<file path="config.mk">
export PLATFORM = sky130hd
export DESIGN_NAME = seven_segment_serial_frame_sender
export DESIGN_NICKNAME = d
export VERILOG_FILES = /design/src/rtl/ssfs_pkg.sv /design/src/rtl/ssfs_step.sv /design/src/rtl/seven_segment_serial_frame_sender.sv
export SDC_FILE = /design/constraint.sdc
export NUM_CORES = 1
export LEC_CHECK = 0
export ABC_CLOCK_PERIOD_IN_PS = 4200
export BUFFER_PORTS_ARGS = -buffer_cell sky130_fd_sc_hd__buf_4
export CORE_MARGIN = 5
export CORE_UTILIZATION = 30
export DETAILED_ROUTE_END_ITERATION = 7
export PLACE_DENSITY_LB_ADDON = 0.08
export SYNTH_ARGS = -nofsm -noshare
export SYNTH_HDL_FRONTEND = slang
export SYNTH_SLANG_ARGS = --single-unit
</file>
<file path="constraint.sdc">
create_clock -name i_clk -period 4.2 [get_ports i_clk]
set_input_delay 0.84 -clock i_clk [delete_from_list [all_inputs] [get_ports i_clk]]
set_output_delay 0.84 -clock i_clk [all_outputs]
set_load 0.02 [all_outputs]
</file>
<file path="src/rtl/ssfs_pkg.sv">
`timescale 1ns / 1ps
// ----------------------------------------------------------------------------
// ssfs_pkg
// Shared types and constants of the two-wire segment display frame sender.
// ----------------------------------------------------------------------------
package ssfs_pkg;

    // item kinds carried in tuser
    typedef enum logic [1:0] {
        OP_TICK  = 2'd0,
        OP_LOAD  = 2'd1,
        OP_START = 2'd2
    } t_op;

    // configuration register indexes
    localparam int unsigned CFG_IDX_W = 1;
    localparam logic [CFG_IDX_W-1:0] CFG_DIGIT_COUNT = 1'b0;
    localparam logic [CFG_IDX_W-1:0] CFG_BRIGHTNESS  = 1'b1;
    localparam int unsigned CFG_DATA_W = 3;

    localparam logic [2:0] DIGIT_COUNT_RST = 3'd4;
    localparam logic [2:0] BRIGHTNESS_RST  = 3'd7;

    // command bytes
    localparam logic [7:0] CMD_DATA_AUTO = 8'h40;
    localparam logic [7:0] CMD_ADDR_0    = 8'hC0;
    localparam logic [7:0] CMD_DISP_ON   = 8'h88;

    // frame sequence: start = two steps, byte bit = three steps, stop = four steps
    typedef enum logic [4:0] {
        PH_IDLE   = 5'd0,
        PH_STA1_A = 5'd1,  PH_STA1_B = 5'd2,
        PH_CMD_0  = 5'd3,  PH_CMD_1  = 5'd4,  PH_CMD_2  = 5'd5,
        PH_STP1_0 = 5'd6,  PH_STP1_1 = 5'd7,  PH_STP1_2 = 5'd8,  PH_STP1_3 = 5'd9,
        PH_STA2_A = 5'd10, PH_STA2_B = 5'd11,
        PH_ADR_0  = 5'd12, PH_ADR_1  = 5'd13, PH_ADR_2  = 5'd14,
        PH_DIG_0  = 5'd15, PH_DIG_1  = 5'd16, PH_DIG_2  = 5'd17,
        PH_STP2_0 = 5'd18, PH_STP2_1 = 5'd19, PH_STP2_2 = 5'd20, PH_STP2_3 = 5'd21,
        PH_STA3_A = 5'd22, PH_STA3_B = 5'd23,
        PH_CTL_0  = 5'd24, PH_CTL_1  = 5'd25, PH_CTL_2  = 5'd26,
        PH_STP3_0 = 5'd27, PH_STP3_1 = 5'd28, PH_STP3_2 = 5'd29, PH_STP3_3 = 5'd30
    } t_phase;

    // line levels after one item
    typedef struct packed {
        logic busy;
        logic dio;
        logic clk;
    } t_lines;

endpackage

</file>
<file path="src/rtl/ssfs_step.sv">
`timescale 1ns / 1ps
// ----------------------------------------------------------------------------
// ssfs_step
// Frame sequencer: segment store, config registers, phase/bit/byte counters
// and line registers. Applies one item per strobe and shows the next levels.
// ----------------------------------------------------------------------------
module ssfs_step #(
    parameter int unsigned MAX_DIGITS       = 6,
    parameter int unsigned START_STOP_TICKS = 5,
    parameter int unsigned BIT_PHASE_TICKS  = 3
) (
    input  logic                              i_clk,
    input  logic                              i_rst_n,
    input  logic                              i_cfg_we,
    input  logic [ssfs_pkg::CFG_IDX_W-1:0]    i_cfg_idx,
    input  logic [ssfs_pkg::CFG_DATA_W-1:0]   i_cfg_data,
    input  logic                              i_item_vld,
    input  ssfs_pkg::t_op                     i_op,
    input  logic [2:0]                        i_digit_index,
    input  logic [7:0]                        i_segment_byte,
    output ssfs_pkg::t_lines                  o_next
);

    localparam int unsigned IDX_W = (MAX_DIGITS > 1) ? $clog2(MAX_DIGITS) : 1;

    logic [7:0]           r_store [MAX_DIGITS];
    ssfs_pkg::t_phase     r_phase, n_phase;
    logic [2:0]           r_byte, n_byte;
    logic [2:0]           r_bit, n_bit;
    logic [2:0]           r_wait, n_wait;
    logic                 r_clk, n_clk;
    logic                 r_dio, n_dio;
    logic [2:0]           r_digit_count;
    logic [2:0]           r_brightness;

    logic                 busy;
    logic [3:0]           eff_digits;
    logic [2:0]           wait_dec;
    logic                 go;
    ssfs_pkg::t_phase     tgt;
    logic                 store_we;
    logic [7:0]           tx_byte;
    logic [7:0]           dig_byte;

    assign busy = (r_phase != ssfs_pkg::PH_IDLE);
    assign eff_digits = ({1'b0, r_digit_count} > 4'(MAX_DIGITS)) ? 4'(MAX_DIGITS)
                                                                  : {1'b0, r_digit_count};
    assign wait_dec = (r_wait != 3'd0) ? r_wait - 3'd1 : 3'd0;
    assign store_we = i_item_vld && (i_op == ssfs_pkg::OP_LOAD) && !busy
                      && ({1'b0, i_digit_index} < 4'(MAX_DIGITS));

    always_comb begin
        n_phase = r_phase;
        n_byte  = r_byte;
        n_bit   = r_bit;
        n_wait  = r_wait;
        n_clk   = r_clk;
        n_dio   = r_dio;
        go      = 1'b0;
        tgt     = ssfs_pkg::PH_IDLE;

        if (i_item_vld) begin
            case (i_op)
                ssfs_pkg::OP_TICK: begin
                    if (busy) begin
                        n_wait = wait_dec;
                        if (wait_dec == 3'd0) begin
                            go = 1'b1;
                            case (r_phase)
                                ssfs_pkg::PH_CMD_2, ssfs_pkg::PH_ADR_2,
                                ssfs_pkg::PH_DIG_2, ssfs_pkg::PH_CTL_2: begin
                                    if (r_bit != 3'd7) begin
                                        n_bit = r_bit + 3'd1;
                                        tgt   = ssfs_pkg::t_phase'(r_phase - 5'd2);
                                    end else begin
                                        n_bit = 3'd0;
                                        case (r_phase)
                                            ssfs_pkg::PH_CMD_2: tgt = ssfs_pkg::PH_STP1_0;
                                            ssfs_pkg::PH_ADR_2: begin
                                                n_byte = 3'd0;
                                                tgt = (eff_digits == 4'd0) ? ssfs_pkg::PH_STP2_0
                                                                           : ssfs_pkg::PH_DIG_0;
                                            end
                                            ssfs_pkg::PH_DIG_2: begin
                                                if (({1'b0, r_byte} + 4'd1) < eff_digits) begin
                                                    n_byte = r_byte + 3'd1;
                                                    tgt    = ssfs_pkg::PH_DIG_0;
                                                end else begin
                                                    tgt    = ssfs_pkg::PH_STP2_0;
                                                end
                                            end
                                            default: tgt = ssfs_pkg::PH_STP3_0;
                                        endcase
                                    end
                                end
                                ssfs_pkg::PH_STP3_3: tgt = ssfs_pkg::PH_IDLE;
                                default: tgt = ssfs_pkg::t_phase'(r_phase + 5'd1);
                            endcase
                        end
                    end
                end
                ssfs_pkg::OP_START: begin
                    if (!busy) begin
                        n_byte = 3'd0;
                        n_bit  = 3'd0;
                        tgt    = ssfs_pkg::PH_STA1_A;
                        go     = 1'b1;
                    end
                end
                default: ;
            endcase
        end

        // segment byte of the digit being sent
        dig_byte = ({1'b0, n_byte} < 4'(MAX_DIGITS)) ? r_store[n_byte[IDX_W-1:0]] : 8'd0;

        // byte whose bit goes out on a data-set step
        case (tgt)
            ssfs_pkg::PH_CMD_1: tx_byte = ssfs_pkg::CMD_DATA_AUTO;
            ssfs_pkg::PH_ADR_1: tx_byte = ssfs_pkg::CMD_ADDR_0;
            ssfs_pkg::PH_CTL_1: tx_byte = ssfs_pkg::CMD_DISP_ON | {5'd0, r_brightness};
            default:            tx_byte = dig_byte;
        endcase

        // line action of the phase being entered
        if (go) begin
            n_phase = tgt;
            case (tgt) inside
                ssfs_pkg::PH_IDLE: n_wait = 3'd0;
                ssfs_pkg::PH_STA1_A, ssfs_pkg::PH_STA2_A, ssfs_pkg::PH_STA3_A: begin
                    n_dio  = 1'b1;
                    n_clk  = 1'b1;
                    n_wait = 3'(START_STOP_TICKS);
                end
                ssfs_pkg::PH_STA1_B, ssfs_pkg::PH_STA2_B, ssfs_pkg::PH_STA3_B: begin
                    n_dio  = 1'b0;
                    n_wait = 3'(START_STOP_TICKS);
                end
                ssfs_pkg::PH_CMD_0, ssfs_pkg::PH_ADR_0, ssfs_pkg::PH_DIG_0,
                ssfs_pkg::PH_CTL_0: begin
                    n_clk  = 1'b0;
                    n_wait = 3'(BIT_PHASE_TICKS);
                end
                ssfs_pkg::PH_CMD_1, ssfs_pkg::PH_ADR_1, ssfs_pkg::PH_DIG_1,
                ssfs_pkg::PH_CTL_1: begin
                    n_dio  = tx_byte[n_bit];
                    n_wait = 3'(BIT_PHASE_TICKS);
                end
                ssfs_pkg::PH_CMD_2, ssfs_pkg::PH_ADR_2, ssfs_pkg::PH_DIG_2,
                ssfs_pkg::PH_CTL_2: begin
                    n_clk  = 1'b1;
                    n_wait = 3'(BIT_PHASE_TICKS);
                end
                ssfs_pkg::PH_STP1_0, ssfs_pkg::PH_STP2_0, ssfs_pkg::PH_STP3_0: begin
                    n_clk  = 1'b0;
                    n_wait = 3'(START_STOP_TICKS);
                end
                ssfs_pkg::PH_STP1_1, ssfs_pkg::PH_STP2_1, ssfs_pkg::PH_STP3_1: begin
                    n_dio  = 1'b0;
                    n_wait = 3'(START_STOP_TICKS);
                end
                ssfs_pkg::PH_STP1_2, ssfs_pkg::PH_STP2_2, ssfs_pkg::PH_STP3_2: begin
                    n_clk  = 1'b1;
                    n_wait = 3'(START_STOP_TICKS);
                end
                default: begin
                    n_dio  = 1'b1;
                    n_wait = 3'(START_STOP_TICKS);
                end
            endcase
        end
    end

    assign o_next.clk  = n_clk;
    assign o_next.dio  = n_dio;
    assign o_next.busy = (n_phase != ssfs_pkg::PH_IDLE);

    always_ff @(posedge i_clk) begin
        if (!i_rst_n) begin
            r_phase       <= ssfs_pkg::PH_IDLE;
            r_byte        <= 3'd0;
            r_bit         <= 3'd0;
            r_wait        <= 3'd0;
            r_clk         <= 1'b1;
            r_dio         <= 1'b1;
            r_digit_count <= ssfs_pkg::DIGIT_COUNT_RST;
            r_brightness  <= ssfs_pkg::BRIGHTNESS_RST;
        end else begin
            if (i_item_vld) begin
                r_phase <= n_phase;
                r_byte  <= n_byte;
                r_bit   <= n_bit;
                r_wait  <= n_wait;
                r_clk   <= n_clk;
                r_dio   <= n_dio;
            end
            if (i_cfg_we) begin
                case (i_cfg_idx)
                    ssfs_pkg::CFG_DIGIT_COUNT: r_digit_count <= i_cfg_data;
                    ssfs_pkg::CFG_BRIGHTNESS:  r_brightness  <= i_cfg_data;
                    default: ;
                endcase
            end
        end
    end

    // segment store: contents undefined until loaded
    always_ff @(posedge i_clk) begin
        if (store_we) begin
            r_store[i_digit_index[IDX_W-1:0]] <= i_segment_byte;
        end
    end

endmodule

</file>
<file path="src/rtl/seven_segment_serial_frame_sender.sv">
`timescale 1ns / 1ps
// ----------------------------------------------------------------------------
// seven_segment_serial_frame_sender
// Two-wire seven-segment display link driver, one item per clock while the master side accepts.
// ----------------------------------------------------------------------------
// Usage:
//   Slave stream: tuser carries the op (tick, load segment byte, start frame),
//   tdata the digit index and segment byte used by a load. Every accepted beat
//   yields exactly one master beat with the clock line, data line and busy
//   levels as they stand after that item.
//   Config port: i_cfg_we/i_cfg_idx/i_cfg_data write digit count (index 0) or
//   brightness (index 1); write them only while no beat is in flight. A write
//   during a frame applies to the bytes that follow.
//   Path: a beat is registered on accept in the input register, applied to
//   the sequencer once the output register is free, and its result registered
//   in the output register, which drives o_m_axis_tvalid. Throughput is one
//   beat per cycle while i_m_axis_tready stays high; the sequencer computes
//   the next levels combinationally between the input and output registers.
//   Stall: if the master side holds tready low, the output register holds its
//   beat and the input register takes one more beat, then tready drops.
//   Reset (synchronous, active low): lines high, idle, digit count 4,
//   brightness 7; the segment store is not cleared and must be loaded first.
// ----------------------------------------------------------------------------
module seven_segment_serial_frame_sender #(
    parameter int unsigned MAX_DIGITS       = 6,
    parameter int unsigned START_STOP_TICKS = 5,
    parameter int unsigned BIT_PHASE_TICKS  = 3
) (
    input  logic                              i_clk,
    input  logic                              i_rst_n,
    input  logic                              i_cfg_we,
    input  logic [ssfs_pkg::CFG_IDX_W-1:0]    i_cfg_idx,
    input  logic [ssfs_pkg::CFG_DATA_W-1:0]   i_cfg_data,
    input  logic                              i_s_axis_tvalid,
    output logic                              o_s_axis_tready,
    input  logic [15:0]                       i_s_axis_tdata,  // digit_index[2:0], segment_byte[10:3]
    input  logic [1:0]                        i_s_axis_tuser,  // op[1:0]
    output logic                              o_m_axis_tvalid,
    input  logic                              i_m_axis_tready,
    output logic [7:0]                        o_m_axis_tdata   // clk_level[0], dio_level[1], busy_res[2]
);

    logic               r_in_vld;
    ssfs_pkg::t_op      r_in_op;
    logic [2:0]         r_in_idx;
    logic [7:0]         r_in_seg;
    logic               r_out_vld;
    ssfs_pkg::t_lines   r_out;
    ssfs_pkg::t_lines   next_lines;
    logic               apply;

    assign apply           = r_in_vld && (!r_out_vld || i_m_axis_tready);
    assign o_s_axis_tready = !r_in_vld || apply;

    always_ff @(posedge i_clk) begin
        if (!i_rst_n) begin
            r_in_vld  <= 1'b0;
            r_out_vld <= 1'b0;
        end else begin
            if (o_s_axis_tready) begin
                r_in_vld <= i_s_axis_tvalid;
            end
            if (apply) begin
                r_out_vld <= 1'b1;
            end else if (i_m_axis_tready) begin
                r_out_vld <= 1'b0;
            end
        end
    end

    always_ff @(posedge i_clk) begin
        if (o_s_axis_tready && i_s_axis_tvalid) begin
            r_in_op  <= ssfs_pkg::t_op'(i_s_axis_tuser);
            r_in_idx <= i_s_axis_tdata[2:0];
            r_in_seg <= i_s_axis_tdata[10:3];
        end
        if (apply) begin
            r_out <= next_lines;
        end
    end

    ssfs_step #(
        .MAX_DIGITS       (MAX_DIGITS),
        .START_STOP_TICKS (START_STOP_TICKS),
        .BIT_PHASE_TICKS  (BIT_PHASE_TICKS)
    ) u_step (
        .i_clk          (i_clk),
        .i_rst_n        (i_rst_n),
        .i_cfg_we       (i_cfg_we),
        .i_cfg_idx      (i_cfg_idx),
        .i_cfg_data     (i_cfg_data),
        .i_item_vld     (apply),
        .i_op           (r_in_op),
        .i_digit_index  (r_in_idx),
        .i_segment_byte (r_in_seg),
        .o_next         (next_lines)
    );

    assign o_m_axis_tvalid = r_out_vld;
    assign o_m_axis_tdata  = {5'd0, r_out.busy, r_out.dio, r_out.clk};

endmodule
</file>
# Yosys cells after proc, flatten, opt, wreduce, memory -nomap -nowiden
# Memory sizes are Yosys's and may differ from the RTL's.
# Index checks and enable logic that the tools add are counted.
dict set report totals {
  regBits 40
  mem_bits_rw 48
  inputBits 27
  output_inout_bits 10
  word_cells 167
  memories 1
}
# memory words word_bits rd rd_ports_with_merged_regs wr line
set mem_list {}
lappend mem_list {u_step.r_store 6 8 1 0 1 ssfs_step.sv:26} ;# logic [7:0] r_store [MAX_DIGITS];
dict set report classes {
  add_sub_neg 6
  order_cmp 5
  n_eq_ne 35
  muxes 71
  n_bitwise 1
  n_reduce_logical 32
}
# operator count
set op_table {}
lappend op_table {{5-bit == test (second input constant)} 16}
lappend op_table {{3-bit two-way mux} 24}
lappend op_table {{5-bit by 4-bit == test with 1-bit output (second input constant)} 8}
lappend op_table {{5-bit two-way mux} 7}
lappend op_table {{1-bit two-way mux} 30}
lappend op_table {{5-bit by 3-bit == test with 1-bit output (second input constant)} 5}
lappend op_table {{8-bit case mux with 3 select lines} 1}
lappend op_table {{5-bit case mux with 2 select lines} 2}
lappend op_table {{3-bit case mux with 2 select lines} 3}
lappend op_table {{4-bit OR reduction} 4}
lappend op_table {{5-bit case mux with 3 select lines} 1}
lappend op_table {{3-bit OR reduction} 5}
lappend op_table {{5-bit by 2-bit == test with 1-bit output (second input constant)} 2}
lappend op_table {{5-bit nonzero test} 2}
lappend op_table {{8-bit two-way mux} 1}
lappend op_table {{3-bit by 1-bit adder with 3-bit output (second input constant)} 2}
lappend op_table {{3-bit less-than comparator (second input constant)} 2}
lappend op_table {{2-bit nonzero test} 3}
lappend op_table {{5-bit by 1-bit adder with 5-bit output (second input constant)} 1}
lappend op_table {{5-bit by 1-bit == test with 1-bit output (second input constant)} 1}
lappend op_table {{1-bit logical AND} 5}
lappend op_table {{5-bit zero test} 1}
lappend op_table {{5-bit by 2-bit subtractor with 5-bit output (second input constant)} 1}
lappend op_table {{3-bit by 1-bit adder with 4-bit output (second input constant)} 1}
lappend op_table {{18 further kinds} 22}

# Longest topological paths before layout
# Gate-level depths: netlist of the first run.
dict set report depth {
  depth_word 23
  depth_mapped 16
  ltp_nobuf 14
}

# Hierarchy
# From an unflattened synthesis of the first run, not the netlist that was laid out.
dict set report hier_totals {
  hier_cells 531
  area_unflattened_um2 5392.7
}
# mod n_inst cells_per_inst area_per_inst_um2 seq_area_each_um2
set by_module_without_submodules {}
lappend by_module_without_submodules {ssfs_step 1 500 4767.1 1881.8}
lappend by_module_without_submodules {seven_segment_serial_frame_sender 1 31 625.6 520.5}

# Least setup slack after synthesis of the first run
# Ideal clock, no wire load.
dict set report synth_timing {
  path_kind {register -> register}
  start {reg u_step.r_byte[0]}
  end {reg u_step.r_dio}
  setup_time_ns 0.057
  arrival_time_ns 3.366
  t_required_ns 4.143
  slack_ns 0.777
  path_stages_with_launch 16
  cell_sequence {dfxtp_1 -> ha_1 -> xor2_1 -> ha_1 -> o21ai_0 -> a41oi_1 -> o21ai_0 -> o211a_1 -> or2_1 -> clkbuf_1 -> nor4_4 -> a31oi_1 -> a31o_1 -> a32o_1 -> a31oi_2 -> a21o_1}
}
# element line
set synth_rtl {}
lappend synth_rtl {{from (decl)} ssfs_step.sv:28} ;# logic [2:0] r_byte, n_byte;
lappend synth_rtl {{from (signal assigned)} ssfs_step.sv:191} ;# r_byte <= n_byte;
lappend synth_rtl {{to (signal assigned)} ssfs_step.sv:195} ;# r_dio <= n_dio;
lappend synth_rtl {{to (decl)} ssfs_step.sv:32} ;# logic r_dio, n_dio;

==> impl_metrics.csv, run 1 <==
group,metric,value,unit
detailed_routing,dr.first_iter.drc_count,200,
job,maxCapViolCount,0,
layout,diodes,0,
layout,mostFrequentLayoutCells,"edfxtp_1, buf_4, nor2_1",
timing,fmax,256,MHz
hold_path,hold_start,"u_step.r_wait[1]",
detailed_routing,ant_nets,0,
yosys,synth-seq-cells,88,
floorplanning,initial_core_util,30.8,%
floorplanning,die_area,19100,um^2
setup_path,required,4.44,ns
yosys,synthTopCellsByArea,"edfxtp_1, dfxtp_1, mux2i_1, ha_1, nor2_1",
yosys,synth_cells,463,
floorplanning,die_x,138,um
global_routing,grt_max_degree,19,
setup_path,critPathSlowestCell,"a211oi_2",
setup_path,cp_slowest_stage_delay,0.51,ns
global_routing,grt.met1_usage,18.5,%
yosys,synth_top_area_share,39.0,%
timing,rsz0062_at_grt,"no",
clock_tree,clk_pin_slew,0.07,ns
global_routing,top_usage_layer,"met2",
setup_path,critPathCaptureType,"flip-flop",
setup_path,cp_num_cells,14,
timing,finalSetupViolations,0,
placed_design,hpwl,9.52,mm
global_routing,grt_pass1_vias,3675,
placed_design,place_congestion,0.846,
clock_tree,cts_buffers,9,
layout,fin_nets,543,
timing,fin_crit_sh,93.0,%
yosys,ys.flop_type,"edfxtp_1",
hold_path,hold-path-cell-count,2,
floorplanning,rows,46,
yosys,yosysSeqAreaShare,48.7,%
yosys,postSynth.asyncResetShare,0,%
detailed_routing,first_pass_iters,4,
clock_tree,root_buffer,"clkbuf_16",
timing,hold_viol_final,0,
clock_tree,cts.path.max_buffers,2,
setup_path,critPathLaunchType,"flip-flop",
outcome,status,"complete, no violations",
yosys,synth_cell_type_count,80,
setup_path,crit_fanout,8,
timing,drv_slew,0,
detailed_routing,viasPerCell,5.10,
setup_path,r2r_slack,0.30,ns
yosys,synth-edff-count,64,
yosys,yosys.area.top_type,"edfxtp_1",
setup_path,reg2reg_from,"u_step.r_byte[0]",
setup_path,r2r_cells,14,
global_routing,met2_usage,21.4,%
layout,layout.cells.most_common,"edfxtp_1",
setup_path,timing.rr.end,"u_step.r_dio",
yosys,syn_avg_cell_area,10.6,um^2
setup_path,cp_cell_sequence,"ha_1 -> ha_1 -> o21ai_0 -> a41oi_1 -> a211oi_2 -> nor3_2 -> a31oi_1 -> nor4_4 -> buf_4 -> a221oi_1 -> o21ai_0 -> a41oi_2 -> a31oi_2 -> a21o_1",
hold_path,hold_path.class,"flip-flop to flip-flop",
pwr,ir_worst_vdd,0.265,mV
timing,finalSetupTns,0,ns
clock_tree,cts_hold_buffers,0,
global_routing,antenna_found_initial,0,
global_routing,grtUsageMet3,3.07,%
timing,fin_skew,0.00860,ns
clock_tree,cts_tree,"built",
setup_path,cp.arrival,4.14,ns
detailed_routing,drc,0,
layout,drive_gt1_share,18.1,%
setup_path,worst-path-buf-inv,1,
floorplanning,die_h,138,um
global_routing,grt_pass1_wl,20.6,mm
timing,max_slew_margin,40.9,%
clock_tree,htreeDepth,3,
timing,worst_slew_pin_slew,0.884,ns
detailed_routing,wl,12.6,mm
placed_design,dpl-instance-area,5440,um^2
setup_path,critPathKind,"flip-flop to flip-flop",
timing,min_period,3.90,ns
floorplanning,core,16000,um^2
hold_path,min_to,"u_step.r_wait[1]",
layout,design_area,5750,um^2
detailed_routing,vias,3692,
floorplanning,num_io_pins,37,
placed_design,place.port_buffers,26,
yosys,synth_area,4930,um^2
pwr,p_leak,0.00206,uW
clock_tree,insertion_delay,0.34,ns
global_routing,gr-total-overflow,0,
clock_tree,cts.sinks,88,
layout,area_delta_synth_final,16.7,%
setup_path,crit_family,"compound AO/OA/AOI/OAI gates",
detailed_routing,wire_per_inst,17.5,um
global_routing,grt_use_total,13.4,%
yosys,yosys_warnings,0,
pwr,power_density,322,nW/um^2
==> cell families (layout without fill, tap and decap cells) <==
logic type,Yosys count,count (layout),share of synthesized area [%]
mux,35,35,7.31
simple gates,171,171,18.8
flops,88,88,48.7
other cells,1,5,0.0761
fa+ha+maj,13,13,3.30
buf+inv,38,79,3.66
compound gates,110,110,16.7
xor+xnor,7,7,1.40
==> synthesized netlist by cell type, types with 4 or more instances <==
cell and count:
mux2_2 8, ha_1 13, o211ai_1 7, dfxtp_1 24
edfxtp_1 64, nand3_1 16, nor2_1 43, and2_1 5
mux2i_1 27, and3_1 5, or3_1 4, clkbuf_1 12
a21oi_1 17, nand2_1 39, nor2b_1 7, o21ai_0 24
nand4_1 5, a31oi_1 5, o21a_1 4, nor3_1 12
a2bb2oi_1 4, a22oi_1 4, inv_1 15, nand2b_1 10
buf_4 7
==> how the worst max path moves through the flow <==
stage	startpoint	to	slack, ns
after floorplan	u_step.r_byte[0]	u_step.r_dio	0.78
after global placement	u_step.r_byte[0]	u_step.r_dio	0.31
after detailed placement	u_step.r_byte[0]	u_step.r_dio	0.28
after CTS	u_step.r_byte[0]	u_step.r_dio	0.25
after global routing	u_step.r_byte[0]	u_step.r_dio	0.06
final	u_step.r_byte[0]	u_step.r_dio	0.30
==> timing repair <==
| action | 4_1_cts | 5_1_grt |
|---|---|---|
| resized for setup | 0 | 1 |
| buffers inserted | 0 | 1 |
| setup endpoints to repair | 0 | 2 |
==> registers in the layout, summed over array words and instances, names as in the netlist, 2 cells and up <==
signal,cells
u_step.r_byte,3
u_step.r_wait,3
u_step.r_brightness,3
o_m_axis_tdata,3
u_step.r_phase,5
r_in_seg,8
r_in_op,2
u_step.r_bit,3
r_in_idx,3
u_step.r_digit_count,3
u_step.r_store,48
==> per-stage QoR <==
step / util [%] / total power [uW] / worst slack [ns] / hold slack, ns / std cells
after floorplan: - / 1040 / 0.777 / 0.441 / 467
after global placement: 34.0 / 1080 / 0.309 / 0.490 / 707
after detailed placement: 34.0 / 1080 / 0.276 / 0.495 / 707
after CTS: 35.8 / 1890 / 0.249 / 0.505 / 723
after global routing: 35.9 / 1940 / 0.0649 / 0.541 / 724
final: 35.9 / 1850 / 0.296 / 0.502 / 724
==> layer usage <==
layer | wire [um] | part of all wire [%]
met1 | 6160 | 49
met2 | 5940 | 47
met3 | 432 | 3.4
met4 | 112 | 0.89
met5 | 0 | 0
==> area by class of cell <==
| class | count | area [um^2] |
|---|---|---|
| fillers | 1668 | 10300 |
| well taps | 216 | 270 |
| repair buffers | 48 | 360 |
| multi-input cells | 341 | 2370 |
| clock inverters | 7 | 66.3 |
| flip-flops and latches | 88 | 2400 |
| clock buffers | 9 | 225 |
| inverters | 15 | 56.3 |
==> power by group <==
part / internal, uW / total, uW / switching (uW) / leakage, uW
combinational: 40.2 / 99.2 / 59.0 / 0.00113
sequential: 949 / 966 / 17.2 / 0.000778
clock: 419 / 785 / 366 / 0.000145
==> worst min-delay path: stages (launching register included) <==
cell and delay, ns:
dfxtp_1 0.34, nand2_1 0.06, a21oi_1 0.05
No activity file was read; power rests on OpenSTA's default activity.
==> run 2: changes to the inputs <==
- ABC_AREA: default -> 1
==> run 2 against run 1 <==
Effect of this change:
- final cell count rose by 19%
- synthesized cell count rose by 29%
- clock-buffer cell count did not move
- routed wire length fell by 2.2%
- synthesized area rose by 2.0%
- non-clock buffer count fell by 11
- setup slack improved by 0.38 ns
- largest cell class unchanged
- highest routed layer unchanged
==> impl_metrics.csv, run 2 <==
group,metric,value,unit
layout,mostFrequentLayoutCells,"nand2_1, inv_1, edfxtp_1",
timing,finalSetupViolations,0,
floorplanning,initial_core_util,30.4,%
timing,finalSetupTns,0,ns
timing,hold_viol_final,0,
layout,fin_nets,674,
job,maxCapViolCount,0,
setup_path,required,4.31,ns
setup_path,startpoint,"u_step.r_phase[0]",
yosys,synth_cells,599,
timing,min_period,3.52,ns
layout,diodes,0,
clock_tree,postCtsSetupRepairBufs,0,
detailed_routing,wl_met1,5.59,mm
yosys,synth_cell_type_count,47,
placed_design,place_ws,0.555,ns
timing,fin_skew,0.00945,ns
placed_design,hpwl,9.00,mm
pwr,total_power,1940,uW
yosys,synth-seq-cells,88,
detailed_routing,first_pass_iters,4,
timing,setup_ws,0.678,ns
detailed_routing,drc,0,
pwr,ir_worst_vdd,0.194,mV
floorplanning,die_area,19500,um^2
floorplanning,die_x,139,um
pwr,sw_frac_of_total,26.4,%
yosys,yosysSeqAreaShare,47.8,%
clock_tree,cts_tree,"built",
yosys,postSynth.asyncResetShare,0,%
yosys,yosys.area.top_type,"edfxtp_1",
clock_tree,htreeDepth,3,
yosys,synth_area,5030,um^2
floorplanning,die_h,139,um
global_routing,antenna_found_initial,0,
detailed_routing,ant_nets,0,
pwr,power_switching,511,uW
outcome,status,"complete, no violations",
global_routing,grt_use_total,13.1,%
clock_tree,cts_hold_buffers,0,
clock_tree,cts.sinks,88,
setup_path,critPathKind,"flip-flop to flip-flop",
detailed_routing,wl_met3,415,um
hold_path,hold_start,"u_step.r_digit_count[1]",
pwr,p_comb_share,10.2,%
global_routing,gr-total-overflow,0,
clock_tree,insertion_delay,0.35,ns
floorplanning,core,16500,um^2
pwr,p_leak,0.00247,uW
global_routing,grt_pass1_vias,3906,
setup_path,critPathCaptureType,"flip-flop",
setup_path,critPathLaunchType,"flip-flop",
pwr,pwr-share-seq,50.0,%
setup_path,cp_slowest_stage_delay,0.52,ns
clock_tree,root_buffer,"clkbuf_16",
detailed_routing,wire_per_inst,14.4,um
placed_design,place.port_buffers,26,
layout,design_area,5770,um^2
layout,drive_gt1_share,16.9,%
yosys,synth.most_common_cell,"nand2_1",
pwr,power_density,336,nW/um^2
layout,fillers,1718,
pwr,clockPowerShare,39.8,%
layout,layout.cells.most_common,"nand2_1",
detailed_routing,wl_met2,6.15,mm
setup_path,reg2reg_from,"u_step.r_phase[0]",
yosys,yosys_warnings,0,
detailed_routing,wl,12.4,mm
setup_path,path_common_cell,"nand2_1",
floorplanning,num_io_pins,37,
timing,drv_slew,0,
detailed_routing,viasPerCell,4.53,
detailed_routing,dr.first_iter.drc_count,230,
clock_tree,cts_resized,0,
clock_tree,cts.path.max_buffers,2,
timing,fmax,284,MHz
timing,timing.hold.ws,0.506,ns
detailed_routing,top_layer_used,"met4",
detailed_routing,vias,3889,
yosys,synth-edff-count,64,
placed_design,dpl-instance-area,5490,um^2
setup_path,cp.arrival,3.63,ns
clock_tree,clk_pin_slew,0.07,ns
yosys,synthTopCellsByArea,"edfxtp_1, nand2_1, dfxtp_1, inv_1, nand3_1",
layout,area_delta_synth_final,14.7,%
yosys,syn_avg_cell_area,8.39,um^2
setup_path,critPathSlowestCell,"nand2_1",
clock_tree,cts_buffers,9,
yosys,netlist_top_cells_count,"nand2_1, inv_1, edfxtp_1",
global_routing,grt_pass1_wl,20.3,mm
timing,max_slew_margin,54.6,%
yosys,ys.flop_type,"edfxtp_1",
setup_path,crit_fanout,21,
placed_design,place_congestion,0.859,
hold_path,hold_path.class,"flip-flop to flip-flop",
pwr,intPower,1430,uW
global_routing,grt_max_degree,22,
layout,largest_register_ffs,48,
timing,rsz0062_at_grt,"no",
setup_path,cp_cell_sequence,"inv_1 -> ha_1 -> nand2_2 -> a22oi_4 -> nand3_2 -> a21oi_1 -> nand2_1 -> nand2_1 -> nand2_1 -> nand2_1 -> buf_4 -> nand2_1 -> nand3_1 -> nand3_1 -> nand2_1 -> nand2_1 -> nand2_1 -> nand3_2 -> nand3_2 -> nand3_2 -> nand4_2 -> inv_1",
timing,worst_slew_pin_slew,0.680,ns
timing,fin_crit_sh,83.8,%
floorplanning,rows,47,
yosys,synth_top_area_share,38.2,%
-- run 2: cell types whose count changed in the layout (fill, tap and decap cells not counted), moves of 11 or more --
cell	before	now
inv_1	15	79
nand3_1	16	42
nand2_1	39	149
mux2i_1	27	0
nand3b_1	1	14
nand3_2	0	11
buf_4	48	37
inv_2	0	13
-- run 2: logic make-up (layout without fill, tap and decap cells) --
kind of cell | Yosys count | after routing | synth area share (%)
and+or+nand+nor | 305 | 305 | 29.4
buffers and inverters | 110 | 146 | 9.13
DFF | 88 | 88 | 47.8
AOI/OAI and AO/OA | 80 | 80 | 10.0
adders and majority gates | 13 | 13 | 3.23
xor gates and xnor gates | 2 | 2 | 0.348
other | 1 | 5 | 0.0746
-- run 2: final timing paths --
kind,to,slack [ns],cells after the start
setup / recovery,o_m_axis_tdata[1],0.68,22
hold / removal,u_step.r_digit_count[1],0.51,2
setup reg to reg,o_m_axis_tdata[1],0.68,22
hold reg to reg,u_step.r_digit_count[1],0.51,2
-- run 2: metal layers --
metal / vias up / global-route usage (%)
met5: - / 0
met4: 0 / 4.74
met3: 12 / 2.50
met2: 51 / 22.6
met1: 1787 / 16.4
li1: 2039 / -
-- run 2: final cells by class --
| cell class | count | area, um^2 | share of cell area [%] |
|---|---|---|---|
| Sequential cell | 88 | 2400 | 41.6 |
| Tap cell | 220 | 275 | 4.77 |
| Timing Repair Buffer | 37 | 278 | 4.81 |
| Multi-Input combinational cell | 405 | 2180 | 37.8 |
| Inverter | 93 | 352 | 6.09 |
| Clock inverter | 7 | 55.1 | 0.954 |
| Clock buffer | 9 | 225 | 3.90 |
-- run 2: power groups by stage --
stage | combinational [uW] | sequential (uW) | clock, uW
finish | 197 | 970 | 772
global route | 226 | 973 | 830
CTS | 202 | 971 | 801
detailed placement | 201 | 990 | 0
global placement | 200 | 990 | 0
floorplan | 142 | 984 | 0
-- run 2: metrics by stage --
step / instances / utilization, %
after global placement: 843 / 33.2
after CTS: 859 / 34.9
after global routing: 859 / 34.9
final: 859 / 34.9
after floorplan: 603 / -
after detailed placement: 843 / 33.2
-- run 2: worst max-delay path: cells and delay by family, from the launching register on --
| family | cells | cell delay (ns) |
|---|---|---|
| and+or+nand+nor | 16 | 1.77 |
| AOI/OAI and AO/OA | 2 | 0.45 |
| buffers and inverters | 3 | 0.44 |
| DFF | 1 | 0.38 |
| adders and majority gates | 1 | 0.25 |
